`src/design/qvr_pkg.sv`:
```
// Shared widths, types and constants for the quaternion vector rotation unit.
// Used by qvr_round and quaternion_vector_rotate_unit; depends on nothing.
package qvr_pkg;

    localparam int VEC_W      = 32;   // Q16.16 vector and result components
    localparam int QUAT_W     = 32;   // Q1.30 quaternion components
    localparam int PP_W       = 64;   // product of two quaternion components
    localparam int MAT_W      = 66;   // rotation matrix entry, 60 fraction bits
    localparam int LO_W       = 33;   // unsigned low slice of a matrix entry
    localparam int HI_W       = MAT_W - LO_W;
    localparam int PL_W       = LO_W + 1 + VEC_W;
    localparam int PH_W       = HI_W + VEC_W;
    localparam int ACC_W      = 100;  // exact component sum, 76 fraction bits
    localparam int FRAC_SHIFT = 60;
    localparam int MAG_W      = ACC_W - FRAC_SHIFT;
    localparam int STAGES     = 7;

    localparam logic [ACC_W-1:0] ROUND_HALF     = ACC_W'(1) << (FRAC_SHIFT - 1);
    localparam logic [ACC_W-1:0] ROUND_HALF_INC = ROUND_HALF + ACC_W'(1);
    localparam logic [MAG_W-1:0] POS_LIMIT      = MAG_W'(32'h7FFF_FFFF);
    localparam logic [MAG_W-1:0] NEG_LIMIT      = MAG_W'(32'h8000_0000);
    localparam logic [VEC_W-1:0] POS_SAT        = 32'h7FFF_FFFF;
    localparam logic [VEC_W-1:0] NEG_SAT        = 32'h8000_0000;

    typedef logic signed [VEC_W-1:0] vec_t;
    typedef logic signed [PP_W-1:0]  pp_t;
    typedef logic signed [MAT_W-1:0] mat_t;
    typedef logic signed [PL_W-1:0]  pl_t;
    typedef logic signed [PH_W-1:0]  ph_t;
    typedef logic signed [ACC_W-1:0] acc_t;

    typedef struct packed {
        logic [VEC_W-1:0] value;
        logic             sat;
    } rnd_out_t;

endpackage

```
`src/design/qvr_round.sv`:
```
// Rounds one exact rotated component to Q16.16 and saturates it, in two stages.
// Depends on qvr_pkg for widths, limits and the result struct.
module qvr_round
(
    input  logic              clk,
    input  qvr_pkg::acc_t     acc,
    output qvr_pkg::rnd_out_t res
);

    logic                           neg_reg;
    logic [qvr_pkg::MAG_W-1:0]      mag_reg;
    logic [qvr_pkg::ACC_W-1:0]      biased;
    qvr_pkg::rnd_out_t              res_reg;
    qvr_pkg::rnd_out_t              res_next;

    // For a negative sum, ~acc + 1 + half is the magnitude plus half in a single add.
    always_comb
    begin
        if (acc[qvr_pkg::ACC_W-1])
        begin
            biased = ~acc + qvr_pkg::ROUND_HALF_INC;
        end
        else
        begin
            biased = acc + qvr_pkg::ROUND_HALF;
        end
    end

    always_comb
    begin
        res_next.sat = 1'b0;
        if (neg_reg)
        begin
            if (mag_reg > qvr_pkg::NEG_LIMIT)
            begin
                res_next.sat   = 1'b1;
                res_next.value = qvr_pkg::NEG_SAT;
            end
            else
            begin
                res_next.value = qvr_pkg::VEC_W'(~mag_reg + qvr_pkg::MAG_W'(1));
            end
        end
        else
        begin
            if (mag_reg > qvr_pkg::POS_LIMIT)
            begin
                res_next.sat   = 1'b1;
                res_next.value = qvr_pkg::POS_SAT;
            end
            else
            begin
                res_next.value = mag_reg[qvr_pkg::VEC_W-1:0];
            end
        end
    end

    always_ff @(posedge clk)
    begin
        neg_reg <= acc[qvr_pkg::ACC_W-1];
        mag_reg <= biased[qvr_pkg::ACC_W-1:qvr_pkg::FRAC_SHIFT];
        res_reg <= res_next;
    end

    assign res = res_reg;

endmodule

```
`config.mk`:
```
export PLATFORM = sky130hd
export DESIGN_NAME = qvr_round
export DESIGN_NICKNAME = d
export VERILOG_FILES = /design/src/design/qvr_pkg.sv /design/src/design/qvr_round.sv
export SDC_FILE = /design/constraint.sdc
export NUM_CORES = 1
export LEC_CHECK = 0
export ABC_CLOCK_PERIOD_IN_PS = 6300
export BUFFER_PORTS_ARGS = -buffer_cell sky130_fd_sc_hd__buf_4
export CORE_ASPECT_RATIO = 0.7
export CORE_MARGIN = 2
export CORE_UTILIZATION = 40
export CTS_BUF_LIST = sky130_fd_sc_hd__clkbuf_16
export DETAILED_ROUTE_END_ITERATION = 8
export PLACE_DENSITY = 0.65
export SETUP_SLACK_MARGIN = 0.05
export SLEW_MARGIN = 20
export SYNTH_ARGS = -nofsm -noshare
export SYNTH_HDL_FRONTEND = slang
export SYNTH_SLANG_ARGS = --single-unit
```
`constraint.sdc`:
```
create_clock -name clk -period 6.3 [get_ports clk]
set_input_delay 1.26 -clock clk [delete_from_list [all_inputs] [get_ports clk]]
set_output_delay 1.26 -clock clk [all_outputs]
set_load 0.02 [all_outputs]
```
==> results by group <==
Run status
  • Status: finished, final reports clean

Place
  • GP Congestion: 0.913
  • Setup WS pre-CTS: 2.48 ns
  • Buffers on Ports: 133
  • Cell Count Post-Placement: 778
  • Final HPWL DP: 10.6 mm

Timing
  • Worst clock skew: 0.00441 ns
  • Fin worst setup slack: 2.81 ns
  • Final setup fails: 0
  • Slew HR: 32.5%
  • Final Cycle Share: 55.4%
  • Final Hold Viols: 0
  • Actual slew at the worst max-slew pin: 1.01 ns
  • RSZ-0062 raised after global routing: false
  • Tmin final: 3.49 ns
  • Final slew viol count: 0
  • Fmax: 286 MHz
  • Setup TNS: 0 ns

Cells and area
  • Util after Layout: 54.2%
  • Layout cells sized above 1: 24.2%
  • Antenna Cells: 0
  • Post-layout nets: 762
  • Max reg flops: 40
  • Area delta synth->final: 32.5%
  • Final cell count without fillers: 794

Setup path
  • Critical Path Slowest Stage Cell: nor2_1
  • Crit path buffers/inverters: 1
  • Nature of the critical path endpoint: register
  • WP data required: 6.55 ns
  • Worst reg-to-reg path cell count: 8
  • Critical path's top delay family: simple AND/OR/NAND/NOR gates
  • Worst path arrival time: 3.74 ns
  • WP depth: 7
  • Worst setup path class: in -> reg
  • Crit-path max FO: 11
  • Worst path max stage delay: 0.58 ns
  • Worst setup SP type: input port
  • Cell Chain, Critical Path: buf_4 > or3_1 > or4_1 > nor2_1 > nand3_1 > o31ai_1 > xnor2_1

Route
  • Initial DRC count: 434
  • ANT nets after route: 0
  • Post-DR wirelength/cell: 17.1 um
  • Routed WL: 13.6 mm
  • DR vias: 4,606
  • Vias/cell: 5.80
  • DRC viols: 0
  • Drt pass-1 iters: 5

Synth
  • Netlist cell types: 58
  • Post-synthesis compound-gate area fraction: 21.0%
  • Adder-Cell Fraction of Synth Area: 1.19%
  • Syn avg cell area: 7.91 sq um
  • Seq/Total Area, Yosys: 35.1%
  • Synth Instances: 534
  • Warning count from the yosys run: 0
  • Synthesized flop and latch total: 74
  • Main synth FF type: dfxtp_1
  • Mux share of post-synthesis cell area: 0.474%
  • Post-synthesis xor/xnor area fraction: 8.30%
  • Post-synth EDFFs: 0
  • Async SR Flop Fraction: 0%
  • Post-Syn Nets: 639
  • Main combinational cell family by area after synthesis: simple AND/OR/NAND/NOR gates
  • Simple logic cell fraction of the synthesized area: 30.2%
  • Synthesized area: 0.00422 sq mm

GRT
  • Global Route Usage Sum: 23.2%
  • First-pass GRT wire length: 21.3 mm
  • Initial antenna violation count: 0
  • GR Overflow Total: 0
  • Largest net degree at the start of global routing: 51
  • Vias in the first global route: 4,206

CTS
  • Post CTS Setup Buffer Count: 0
  • Maximum clock insertion buffer count: 2
  • Clock latency on the worst-skew pair: 0.33 ns
  • Clock-pin slew on the worst setup and hold paths: 0.06 ns
  • CTS tree: done
  • Num Clock Sinks: 74
  • CTS H-tree depth: 3
  • Root buffer cell: clkbuf_16
  • CTS hold repair buffers: 0
  • Post_cts resized: 0
  • Num CTS Buffers: 9

Floorplan
  • Std-Cell Rows: 31
  • Die height: 90.0 um
  • I/O pin cnt: 134
  • Core box area: 0.0103 sq mm
  • Chip Width: 127 um
  • Starting Density: 40.9%
  • DIE AREA: 0.0114 sq mm

Power and ir drop
  • Worst vdd ir: 125 uV
  • Total Power: 1.28 mW
  • Leak Pwr: 2.20 nW
  • Pwr/cell area: 228 mW/mm^2

Hold path
  • Hold Path Stages: 1
  • Min-Delay Path Class: reg -> reg

Flow run
  • Max cap viols: 0
report_power, final:
part,internal [mW],switching (mW)
Sequential,0.513,0.0398
Clock,0.305,0.192
Combinational,0.110,0.118
path summary, 6_finish.rpt:
path,from,to,slack (ns)
min,mag_reg[11],res[12],0.51
max reg2reg,mag_reg[1],res[10],3.44
max,acc[63],mag_reg[30],2.81
min reg2reg,mag_reg[11],res[12],0.51
metrics by stage:
| step | hold WS [ns] | instance area [sq um] |
|---|---|---|
| after floorplan | 0.440 | 4220 |
| after global placement | 0.492 | 5300 |
| after detailed placement | 0.506 | 5300 |
| after CTS | 0.512 | 5590 |
| after global routing | 0.525 | 5590 |
| final | 0.511 | 5590 |
cell usage after synthesis, types with 3 or more instances:
cell      instances  area share, %
xor2_1            4           0.83
clkbuf_1         18            1.6
a21o_1            4           0.71
inv_1            13            1.2
o22ai_1          11            1.6
a21oi_1          38            4.5
nor2_1           55            4.9
nor3_1           27            3.2
a311oi_1          6            1.2
and3_1           16            2.4
or4_1             8            1.4
o41ai_1           5            1.0
nand2_1          36            3.2
nand3b_1          3           0.53
or3_1            11            1.6
nor4_1           30            4.4
o31ai_1           4           0.71
nand4_1          13            1.9
ha_1              4            1.2
a31oi_1          11            1.6
a21boi_0          3           0.53
nand3_1          21            2.5
o21ai_0          29            3.4
xnor2_1          36            7.5
a41oi_1           4           0.83
nand2b_1          4           0.59
dfxtp_1          74             35
a41o_1            4           0.95
logic make-up after synthesis:
| family | count (synthesis) |
|---|---|
| mux | 2 |
| xor+xnor | 40 |
| simple gates | 240 |
| compound gates | 138 |
| buf+inv | 36 |
| flops | 74 |
| fa+ha+maj | 4 |
cells in the final DEF (no fill, tap or decap), drive strengths merged, types with 5 or more instances in the layout:
master  instances
a31oi          11
a311oi          6
nand4          13
o22ai          12
buf           135
clkbuf          9
or4            10
xnor2          36
nor2           56
nand3          21
dfxtp          74
nor3           29
inv            14
a21oi          38
and3           16
nor4           31
nand2          36
or3            12
o41ai           5
o21ai          30
layout make-up:
type | count | area, sq um
Timing Repair Buffer | 135 | 1010
Multi-Input combinational cell | 424 | 2590
Fill cell | 979 | 4720
Sequential cell | 74 | 1480
Clock inverter | 7 | 67.6
Clock buffer | 9 | 225
Inverter | 13 | 48.8
Tap cell | 132 | 165
routing by layer:
metal | share of wire, % | up-vias | GRT usage (%)
met2 | 45 | 206 | 37.4
met4 | 1.7 | 0 | 7.05
met3 | 6.5 | 20 | 4.46
met1 | 47 | 2114 | 31.4
li1 | - | 2266 | -
met5 | 0 | - | 0
worst register-to-register path, cell delays in order (launching register included):
cell and delay, ns:
dfxtp_1 0.35, inv_1 0.09, ha_1 0.19, nor3b_1 0.32
nand4_1 0.35, nor3_4 0.38, a21o_1 0.41, nor2_2 0.22
nor4_1 0.42
Note: power is estimated with default switching activity, not from simulation.
